<file path="src/rtl/core/assert_macros.svh">
// Assertion helpers for the core RTL.
// Under SYNTHESIS the macros expand to nothing.
`ifndef ASSERT_MACROS_SVH
`define ASSERT_MACROS_SVH

`ifndef SYNTHESIS

// Check a property on a given clock with an active-low reset.
`define ASSERT_AT(name, clk, rst_n, prop, msg) \
  name: assert property (@(posedge clk) disable iff (!rst_n) prop) else $error(msg);

// Check a property on the block clock and reset.
`define ASSERT_CORE(name, prop, msg) \
  `ASSERT_AT(name, clk_i, rst_ni, prop, msg)

`else

`define ASSERT_AT(name, clk, rst_n, prop, msg)
`define ASSERT_CORE(name, prop, msg)

`endif

`endif

</file>
<file path="src/rtl/core/olist_pkg.sv">
`timescale 1ns / 1ps

package olist_pkg;

  // Fixed field widths
  localparam int unsigned FuncW   = 2;
  localparam int unsigned ValueW  = 32;
  localparam int unsigned StatusW = 2;
  localparam int unsigned PosW    = 5;

  // Command codes
  localparam logic [FuncW-1:0] FUNC_INS_FRONT = 2'd0;
  localparam logic [FuncW-1:0] FUNC_INS_BACK  = 2'd1;
  localparam logic [FuncW-1:0] FUNC_FIND      = 2'd2;
  localparam logic [FuncW-1:0] FUNC_DELETE    = 2'd3;

  // Status codes
  localparam logic [StatusW-1:0] ST_DONE      = 2'd0;
  localparam logic [StatusW-1:0] ST_NOT_FOUND = 2'd1;
  localparam logic [StatusW-1:0] ST_FULL      = 2'd2;

  typedef logic signed [ValueW-1:0] value_t;

  typedef struct packed {
    logic [FuncW-1:0] func;
    value_t           operand_value;
  } olist_in_t;

  typedef struct packed {
    logic [StatusW-1:0] status;
    logic [PosW-1:0]    position;
    logic [PosW-1:0]    list_length;
  } olist_out_t;

  // Per-cell load controls
  typedef struct packed {
    logic take_op;
    logic take_left;
    logic take_right;
  } cell_ctl_t;

endpackage

</file>
<file path="src/rtl/core/olist_cell.sv">
`timescale 1ns / 1ps

module olist_cell (
  input  logic                clk_i,
  input  olist_pkg::cell_ctl_t ctl_i,
  input  logic                live_i,
  input  olist_pkg::value_t   operand_i,
  input  olist_pkg::value_t   left_i,
  input  olist_pkg::value_t   right_i,
  input  logic                hit_before_i,
  output logic                hit_before_o,
  output logic                first_hit_o,
  output olist_pkg::value_t   value_o
);
  import olist_pkg::*;

  value_t value_q, value_d;
  logic   hit;

  // Compare the held entry against the operand
  assign hit          = live_i && (value_q == operand_i);
  assign first_hit_o  = hit && !hit_before_i;
  assign hit_before_o = hit || hit_before_i;
  assign value_o      = value_q;

  // Pick the next entry: operand, left neighbor, right neighbor or hold
  always_comb begin
    priority if (ctl_i.take_op) begin
      value_d = operand_i;
    end else if (ctl_i.take_left) begin
      value_d = left_i;
    end else if (ctl_i.take_right) begin
      value_d = right_i;
    end else begin
      value_d = value_q;
    end
  end

  always_ff @(posedge clk_i) begin
    value_q <= value_d;
  end

endmodule

</file>
<file path="src/rtl/core/ordered_list_insert_find_delete_top.sv">
`timescale 1ns / 1ps
// A request is captured into req_q at acceptance and its response is registered
// into rsp_q once the response slot is free, so out_stall_i can delay it.
// No new request is taken until the held one has executed in the single
// compare-and-shift step of the cell row.
// Reset: asynchronous, active low; the list is empty and no response is held.

`include "assert_macros.svh"

module ordered_list_insert_find_delete_top #(
  parameter int unsigned CAPACITY = 16
) (
  input  logic                  clk_i,
  input  logic                  rst_ni,
  input  logic                  in_valid_i,
  output logic                  in_stall_o,
  input  olist_pkg::olist_in_t  in_req_i,
  output logic                  out_valid_o,
  input  logic                  out_stall_i,
  output olist_pkg::olist_out_t out_rsp_o
);
  import olist_pkg::*;

  localparam int unsigned CntW = $clog2(CAPACITY + 1);
  localparam logic [CntW-1:0] CapCnt = CntW'(CAPACITY);

  logic            busy_q;
  olist_in_t       req_q;
  logic            out_valid_q;
  olist_out_t      rsp_q, rsp_d;
  logic [CntW-1:0] count_q, count_d;

  logic exec, full, is_front, is_back, is_find, is_del, found;
  logic [CntW-1:0] hit_pos;

  value_t    cell_val   [CAPACITY];
  logic      first_hit  [CAPACITY];
  logic      hit_chain  [CAPACITY+1];
  cell_ctl_t cell_ctl   [CAPACITY];
  logic      cell_live  [CAPACITY];

  // Execute once a request is held and the response slot is free
  assign exec       = busy_q && (!out_valid_q || !out_stall_i);
  assign in_stall_o = busy_q;

  assign full     = (count_q == CapCnt);
  assign is_front = (req_q.func == FUNC_INS_FRONT);
  assign is_back  = (req_q.func == FUNC_INS_BACK);
  assign is_find  = (req_q.func == FUNC_FIND);
  assign is_del   = (req_q.func == FUNC_DELETE);

  assign hit_chain[0] = 1'b0;
  assign found        = hit_chain[CAPACITY];

  // Row of cells, entry i in cell i, match flag handed down the row
  for (genvar i = 0; i < CAPACITY; i++) begin : g_cell
    assign cell_live[i] = (CntW'(i) < count_q);
    assign cell_ctl[i]  = '{
      take_op:    exec && is_back && !full && (CntW'(i) == count_q),
      take_left:  exec && is_front && !full,
      take_right: exec && is_del && hit_chain[i+1]
    };

    olist_cell u_cell (
      .clk_i        (clk_i),
      .ctl_i        (cell_ctl[i]),
      .live_i       (cell_live[i]),
      .operand_i    (req_q.operand_value),
      .left_i       ((i == 0) ? req_q.operand_value : cell_val[(i == 0) ? 0 : i-1]),
      .right_i      (cell_val[(i == CAPACITY-1) ? i : i+1]),
      .hit_before_i (hit_chain[i]),
      .hit_before_o (hit_chain[i+1]),
      .first_hit_o  (first_hit[i]),
      .value_o      (cell_val[i])
    );
  end

  // Encode the position of the first match
  always_comb begin
    hit_pos = '0;
    for (int unsigned i = 0; i < CAPACITY; i++) begin
      if (first_hit[i]) begin
        hit_pos = hit_pos | CntW'(i + 1);
      end
    end
  end

  // Build the response and the new length
  always_comb begin
    logic [CntW-1:0] pos;
    logic [31:0]     pos_w, len_w;
    count_d = count_q;
    pos     = '0;
    rsp_d.status = ST_DONE;
    unique case (req_q.func)
      FUNC_INS_FRONT: begin
        if (full) begin
          rsp_d.status = ST_FULL;
        end else begin
          count_d = count_q + CntW'(1);
          pos     = CntW'(1);
        end
      end
      FUNC_INS_BACK: begin
        if (full) begin
          rsp_d.status = ST_FULL;
        end else begin
          count_d = count_q + CntW'(1);
          pos     = count_q + CntW'(1);
        end
      end
      FUNC_FIND: begin
        if (found) begin
          pos = hit_pos;
        end else begin
          rsp_d.status = ST_NOT_FOUND;
        end
      end
      FUNC_DELETE: begin
        if (found) begin
          pos     = hit_pos;
          count_d = count_q - CntW'(1);
        end else begin
          rsp_d.status = ST_NOT_FOUND;
        end
      end
      default: begin
        rsp_d.status = ST_DONE;
      end
    endcase
    pos_w = 32'(pos);
    len_w = 32'(count_d);
    rsp_d.position    = pos_w[PosW-1:0];
    rsp_d.list_length = len_w[PosW-1:0];
  end

  // Hold the request until it executes
  always_ff @(posedge clk_i or negedge rst_ni) begin
    if (!rst_ni) begin
      busy_q <= 1'b0;
    end else if (!busy_q && in_valid_i) begin
      busy_q <= 1'b1;
    end else if (exec) begin
      busy_q <= 1'b0;
    end
  end

  always_ff @(posedge clk_i) begin
    if (!busy_q && in_valid_i) begin
      req_q <= in_req_i;
    end
  end

  // Advance the length and the response register
  always_ff @(posedge clk_i or negedge rst_ni) begin
    if (!rst_ni) begin
      count_q     <= '0;
      out_valid_q <= 1'b0;
    end else if (exec) begin
      count_q     <= count_d;
      out_valid_q <= 1'b1;
    end else if (!out_stall_i) begin
      out_valid_q <= 1'b0;
    end
  end

  always_ff @(posedge clk_i) begin
    if (exec) begin
      rsp_q <= rsp_d;
    end
  end

  assign out_valid_o = out_valid_q;
  assign out_rsp_o   = rsp_q;

  // Checks
  `ASSERT_CORE(a_count_bound, count_q <= CapCnt, "length above capacity")
  `ASSERT_CORE(a_exec_resp, exec |=> out_valid_q, "executed request lost its response")
  `ASSERT_CORE(a_count_hold, !exec |=> $stable(count_q), "length changed without a request")
  `ASSERT_CORE(a_full_rsp, out_valid_q && rsp_q.status == ST_FULL |-> full, "bad full status")
  `ASSERT_CORE(a_find_keeps, exec && is_find |=> $stable(count_q), "find changed the length")

endmodule

</file>
<file path="config.mk">
export PLATFORM = sky130hd
export DESIGN_NAME = ordered_list_insert_find_delete_top
export DESIGN_NICKNAME = d
export VERILOG_FILES = /design/src/rtl/core/olist_pkg.sv /design/src/rtl/core/olist_cell.sv /design/src/rtl/core/ordered_list_insert_find_delete_top.sv
export VERILOG_INCLUDE_DIRS = /design/src /design/src/rtl/core
export SDC_FILE = /design/constraint.sdc
export NUM_CORES = 2
export LEC_CHECK = 0
export ABC_AREA = 1
export BUFFER_PORTS_ARGS = -buffer_cell sky130_fd_sc_hd__buf_2
export CORE_ASPECT_RATIO = 0.8
export CORE_UTILIZATION = 40
export DETAILED_ROUTE_END_ITERATION = 7
export GPL_ROUTABILITY_DRIVEN = 0
export GPL_TIMING_DRIVEN = 1
export SLEW_MARGIN = 20
export SYNTH_ARGS = -nofsm -noshare
export SYNTH_HDL_FRONTEND = slang
export SYNTH_SLANG_ARGS = --single-unit
export TNS_END_PERCENT = 50
</file>
<file path="constraint.sdc">
create_clock -name clk_i -period 3.7 [get_ports clk_i]
set_input_delay 0.37 -clock clk_i [delete_from_list [all_inputs] [get_ports clk_i]]
set_output_delay 0.37 -clock clk_i [all_outputs]
set_load 0.005 [all_outputs]
</file>
After elaboration in Yosys (flattened, before gate mapping)
Index checks and enable logic that the tools add are counted.
Widths: inputs -> output; s select.
{ "totals": {"regBits": 565, "inputBits": 38, "out_inout_bits": 14, "wordCells": 280} }
{ "classes": {"n_addsub": 2, "n_lt_le_gt_ge": 16, "n_eq_ne": 36, "n_mux": 77, "n_reduce_logical": 125} }
{ "ops": {"columns": ["cell", "n"], "rows": [
  ["$mux 32", 47],
  ["$eq 32x32->1", 16],
  ["$logic_and 1x1->1", 69],
  ["$reduce_bool 3->1", 15],
  ["$eq 4x5->1 const A", 8],
  ["$lt 4x5->1 const A", 8],
  ["$mux 4", 8],
  ["$mux 5", 5],
  ["$eq 3x5->1 const A", 4],
  ["$lt 3x5->1 const A", 4],
  ["$logic_not 1->1", 19],
  ["$logic_or 1x1->1", 16],
  ["$pmux 5 s3", 1],
  ["$mux 3", 4],
  ["$eq 2x5->1 const A", 2],
  ["$lt 1x5->1 const A", 2],
  ["$lt 2x5->1 const A", 2],
  ["$pmux 5 s2", 1],
  ["$mux 1", 7],
  ["$mux 2", 3],
  ["$add 5x1->5 const B", 1],
  ["$eq 1x5->1 const A", 1],
  ["$eq 5x5->1 const B", 1],
  ["$logic_not 5->1", 1],
  ["other kinds (8)", 11]
]} }

Longest topological paths before layout
{ "depth": {"depth_word": 21, "depth_mapped": 23, "mapped_depth_nobuf": 21} }

Cells and area by module
A second synthesis with hierarchy kept.
{ "hier_totals": {"hier_cells": 5134, "area_unflattened_um2": 38264.2} }
{ "by_module_without_submodules": {"columns": ["mod", "instances", "cells_per_inst", "area_each_um2", "seq_area_each_um2"], "rows": [
  ["olist_cell", 16, 304, 2228.4, 960.9],
  ["ordered_list_insert_find_delete_top", 1, 270, 2610.0, 1556.5]
]} }

Worst setup path after synthesis
OpenSTA, ideal clock, no wires.
{ "synth_timing": {"path_type": "register to register", "from": "register count_q[0]", "to": "register g_cell[6].u_cell.value_q[0] (enable)", "setup_ps": 436, "arrival_time_ps": 3466, "required_time_ps": 3264, "slack_ps": -202, "stages_incl_launch_ff": 11, "path_buffers": 1, "period_less_slack_ps": 3902, "path_cell_list": "dfrtp_1 -> buf_2 -> inv_1 -> ha_1 -> nand3_1 -> nand2_1 -> nor3_2 -> inv_2 -> nor3_2 -> inv_2 -> o221ai_1"} }
{ "synth_via": {"elab_chain_len": 10, "word_cells_on_any_way": 28, "classes_between": "order compare: 7; eq/ne: 2; reduce/logical: 19"} }
{ "synth_rtl": {"columns": ["item", "line", "text"], "rows": [
  ["from (decl)", "ordered_list_insert_find_delete_top.sv:31", "logic [CntW-1:0] count_q, count_d;"],
  ["from (signal assigned)", "ordered_list_insert_find_delete_top.sv:160", "count_q <= count_d;"],
  ["$lt 1x5->1", "ordered_list_insert_find_delete_top.sv:57", "assign cell_live[i] = (CntW'(i) < count_q);"],
  ["$logic_and 1x1->1", "olist_cell.sv:21", "assign hit = live_i && (value_q == operand_i);"],
  ["$logic_or 1x1->1 (6 in series)", "olist_cell.sv:23", "assign hit_before_o = hit || hit_before_i;"],
  ["$logic_and 1x1->1", "ordered_list_insert_find_delete_top.sv:61", "take_right: exec && is_del && hit_chain[i+1]"],
  ["$reduce_bool 3->1 (no source line) *", null, null],
  ["to (signal assigned)", "olist_cell.sv:40", "value_q <= value_d;"],
  ["to (decl)", "olist_cell.sv:17", "value_t value_q, value_d;"]
]} }
Every way passes the cells marked *; elsewhere a longest branch is shown, timed or not.
A chain may end at the register's enable or synchronous reset.

==> results.ini <==
[worst_setup_path]
critical_path.most_common_cell=nand2_1
crit_fanout=24
critPathSlowestCell=a21oi_1
crit_path_start_kind=register
critPathBufInv=1
crit_type=register to register
worstPathCellList=buf_12, xnor2_2, nand4_1, a21oi_1, nand3_1, nand2_1, nor2_2, and2_1, nand4_1, nor2_1, nor3_1, o21ai_0, nand2_1, nand2_1
crit_required_ns=4.10
endpoint_kind=register
max_stage_delay_ns=0.47
crit_family=simple AND/OR/NAND/NOR gates
worstPathArrival_ns=4.09

[die]
num_rows=96
die_y_um=266
die_w_um=332
die_area_um2=88300
start_util_pct=40.5
ios=52
core_um2=86000

[clocking]
root_buffer=clkbuf_16
numCtsBuffers=67
clkTransAtPathRegs_ns=0.07
cts_sinks=565
htree_num_levels=3
cts_tree=built
clk_path_buf_depth=3
clk_latency_ns=0.65

[drt]
vias=32900
wl_um=147000
ant_nets=0
wl_per_cell_um=27.2
first_iter_violations=6317
viasPerCell=6.11
dr.pass1.iters=7
drc=0

[timing]
rsz0062_at_grt=false
hold_viol=0
finalCriticalPeriod_ns=3.68
slew_viol_final=0
period_share_pct=99.6
fin_skew_ns=0.0349
slew_headroom_pct=40.4
fmax_ghz=0.271
setup_viol=0
tightest_slew_ns=0.885

[power]
leakage_uw=0.0150
max-vdd-ir-drop_v=0.000404
powerDensity_nw_per_um2=625
total_power_uw=24700

[synthesis]
mappedNetlistNets=4237
synthArstFlopShare_pct=1.24
synth_cells=4193
ys_ff_latch=565
ys_seq_area_share_pct=48.6
yosysUniqueCellTypes=41
synth_area_um2=34800
synth_flop_cell=edfxtp_1
synth.avg_cell_area_um2=8.31
yosysWarnings=0
synth-edff-count=558

[cells_and_area]
drive_above_1_share_pct=9.69
syn_to_final_growth_pct=13.4
fin_nets=4252
fin_area_um2=39500

[grt]
grt_max_degree=127
antenna_found_initial=2
grt_remaining_overflow=0
grt_usage_pct=32.5
first_global_vias=29500
grt_pass1_wl_um=208000

[placed_design]
place_area_um2=37000
io_buffers=51
dpl.hpwl_um=107000

[run_status]
status=completed

[min_path]
min_path_type=input port to register

[flow_run]
maxCapViolCount=0

==> worst paths after layout <==
check,slack [ns],end,cells after the start,from
max reg2reg,0.02,out_rsp_o[5]$_DFFE_PP_,14,req_q[25]$_DFFE_PP_
min reg2reg,0.51,out_valid_o$_DFFE_PN0P_,2,out_valid_o$_DFFE_PN0P_
min,0.04,req_q[26]$_DFFE_PP_,1,in_req_i[26]
max in group asynchronous,3.38,count_q[4]$_DFFE_PN0P_,2,rst_ni
max,0.02,out_rsp_o[5]$_DFFE_PP_,14,req_q[25]$_DFFE_PP_
min in group asynchronous,0.12,count_q[1]$_DFFE_PN0P_,2,rst_ni
==> cell families (layout without fill, tap and decap cells) <==
logic type      count (synthesis)  after routing  share of synthesized area [%]
flops                         565            565                           48.6
fa+ha+maj                       6              6                          0.215
simple gates                 1586           1586                           18.3
other cells                     0              3                              0
xor+xnor                      265            265                           6.66
compound gates               1079           1079                           18.0
buf+inv                       689            756                           8.07
mux                             3              3                         0.0862
==> cells in the mapped netlist (10+ instances only) <==
library cell     n  area, um2
nand2_1       1148       4310
edfxtp_1       558      16800
o21ai_0        533       2670
inv_1          330       1240
o211ai_1       257       1930
nor2_1         240        901
clkbuf_1       197        739
xnor2_1        190       1660
o22ai_1        126        788
o21ai_1        110        551
buf_2           79        395
xor2_1          75        657
nand3_1         66        330
nand4_1         59        369
inv_2           32        120
buf_4           28        210
a31oi_1         25        156
nor3_1          21        105
buf_1           19       71.3
nor4_1          17        106
a21oi_1         12       60.1
or2_2           10       62.6
==> power breakdown <==
part,internal (uW),switching [uW]
clock network,3700,2940
logic,2600,5910
registers,8620,918
==> layer usage <==
metal	vias up	track usage (%)	routed length, um
met5	-	0	0
li1	14400	-	-
met1	15600	46.9	59500
met4	0	7.19	3890
met3	267	16.5	27800
met2	2593	42.3	55500
==> flip-flops by register name (all words and copies together) (netlist names) <==
signal,flops
out_valid_o,1
in_stall_o,1
g_cell.u_cell.value_o,512
req_q,34
out_rsp_o,12
count_q,5
==> cell type report <==
type / instances / area, um2
Clock buffer: 93 / 1840
Fill cell: 8424 / 46500
Sequential cell: 565 / 16900
Tap cell: 1127 / 1410
Inverter: 363 / 1370
Multi-Input combinational cell: 2939 / 15300
Clock inverter: 28 / 246
Antenna cell: 3 / 7.51
Timing Repair Buffer: 272 / 2390
==> stage by stage <==
stage | hold slack (ns) | util (%) | setup TNS, ns | setup slack, ns | cells
6_report | 0.0423 | 45.9 | 0 | 0.0151 | 5390
5_1_grt | 0.0335 | 45.9 | 0 | 0.0502 | 5387
4_1_cts | 0.00704 | 45.9 | 0 | 0.0758 | 5387
3_5_place_dp | 0.226 | 43.1 | -9.07 | -0.184 | 5232
3_3_place_gp | 0.222 | 43.1 | -8.97 | -0.182 | 5232
2_1_floorplan | 0.0744 | - | -2.23 | -0.0696 | 4193
==> repair_timing <==
item                       CTS  global route
hold buffers                34             0
setup buffers                0             0
pin swaps                    0             0
setup endpoints to repair   93           110
hold endpoints to repair    40             0
resized for setup            2             6
gates cloned                 0             0
==> layout by cell type (no fill, tap or decap), types with 75 or more instances in the layout <==
| cell type | n |
|---|---|
| o21ai_1 | 110 |
| o21ai_0 | 533 |
| nor2_1 | 236 |
| nand2_1 | 1147 |
| xor2_1 | 75 |
| edfxtp_1 | 558 |
| inv_1 | 330 |
| o211ai_1 | 257 |
| xnor2_1 | 185 |
| buf_4 | 156 |
| o22ai_1 | 126 |
(Power assumes the default switching activity.)
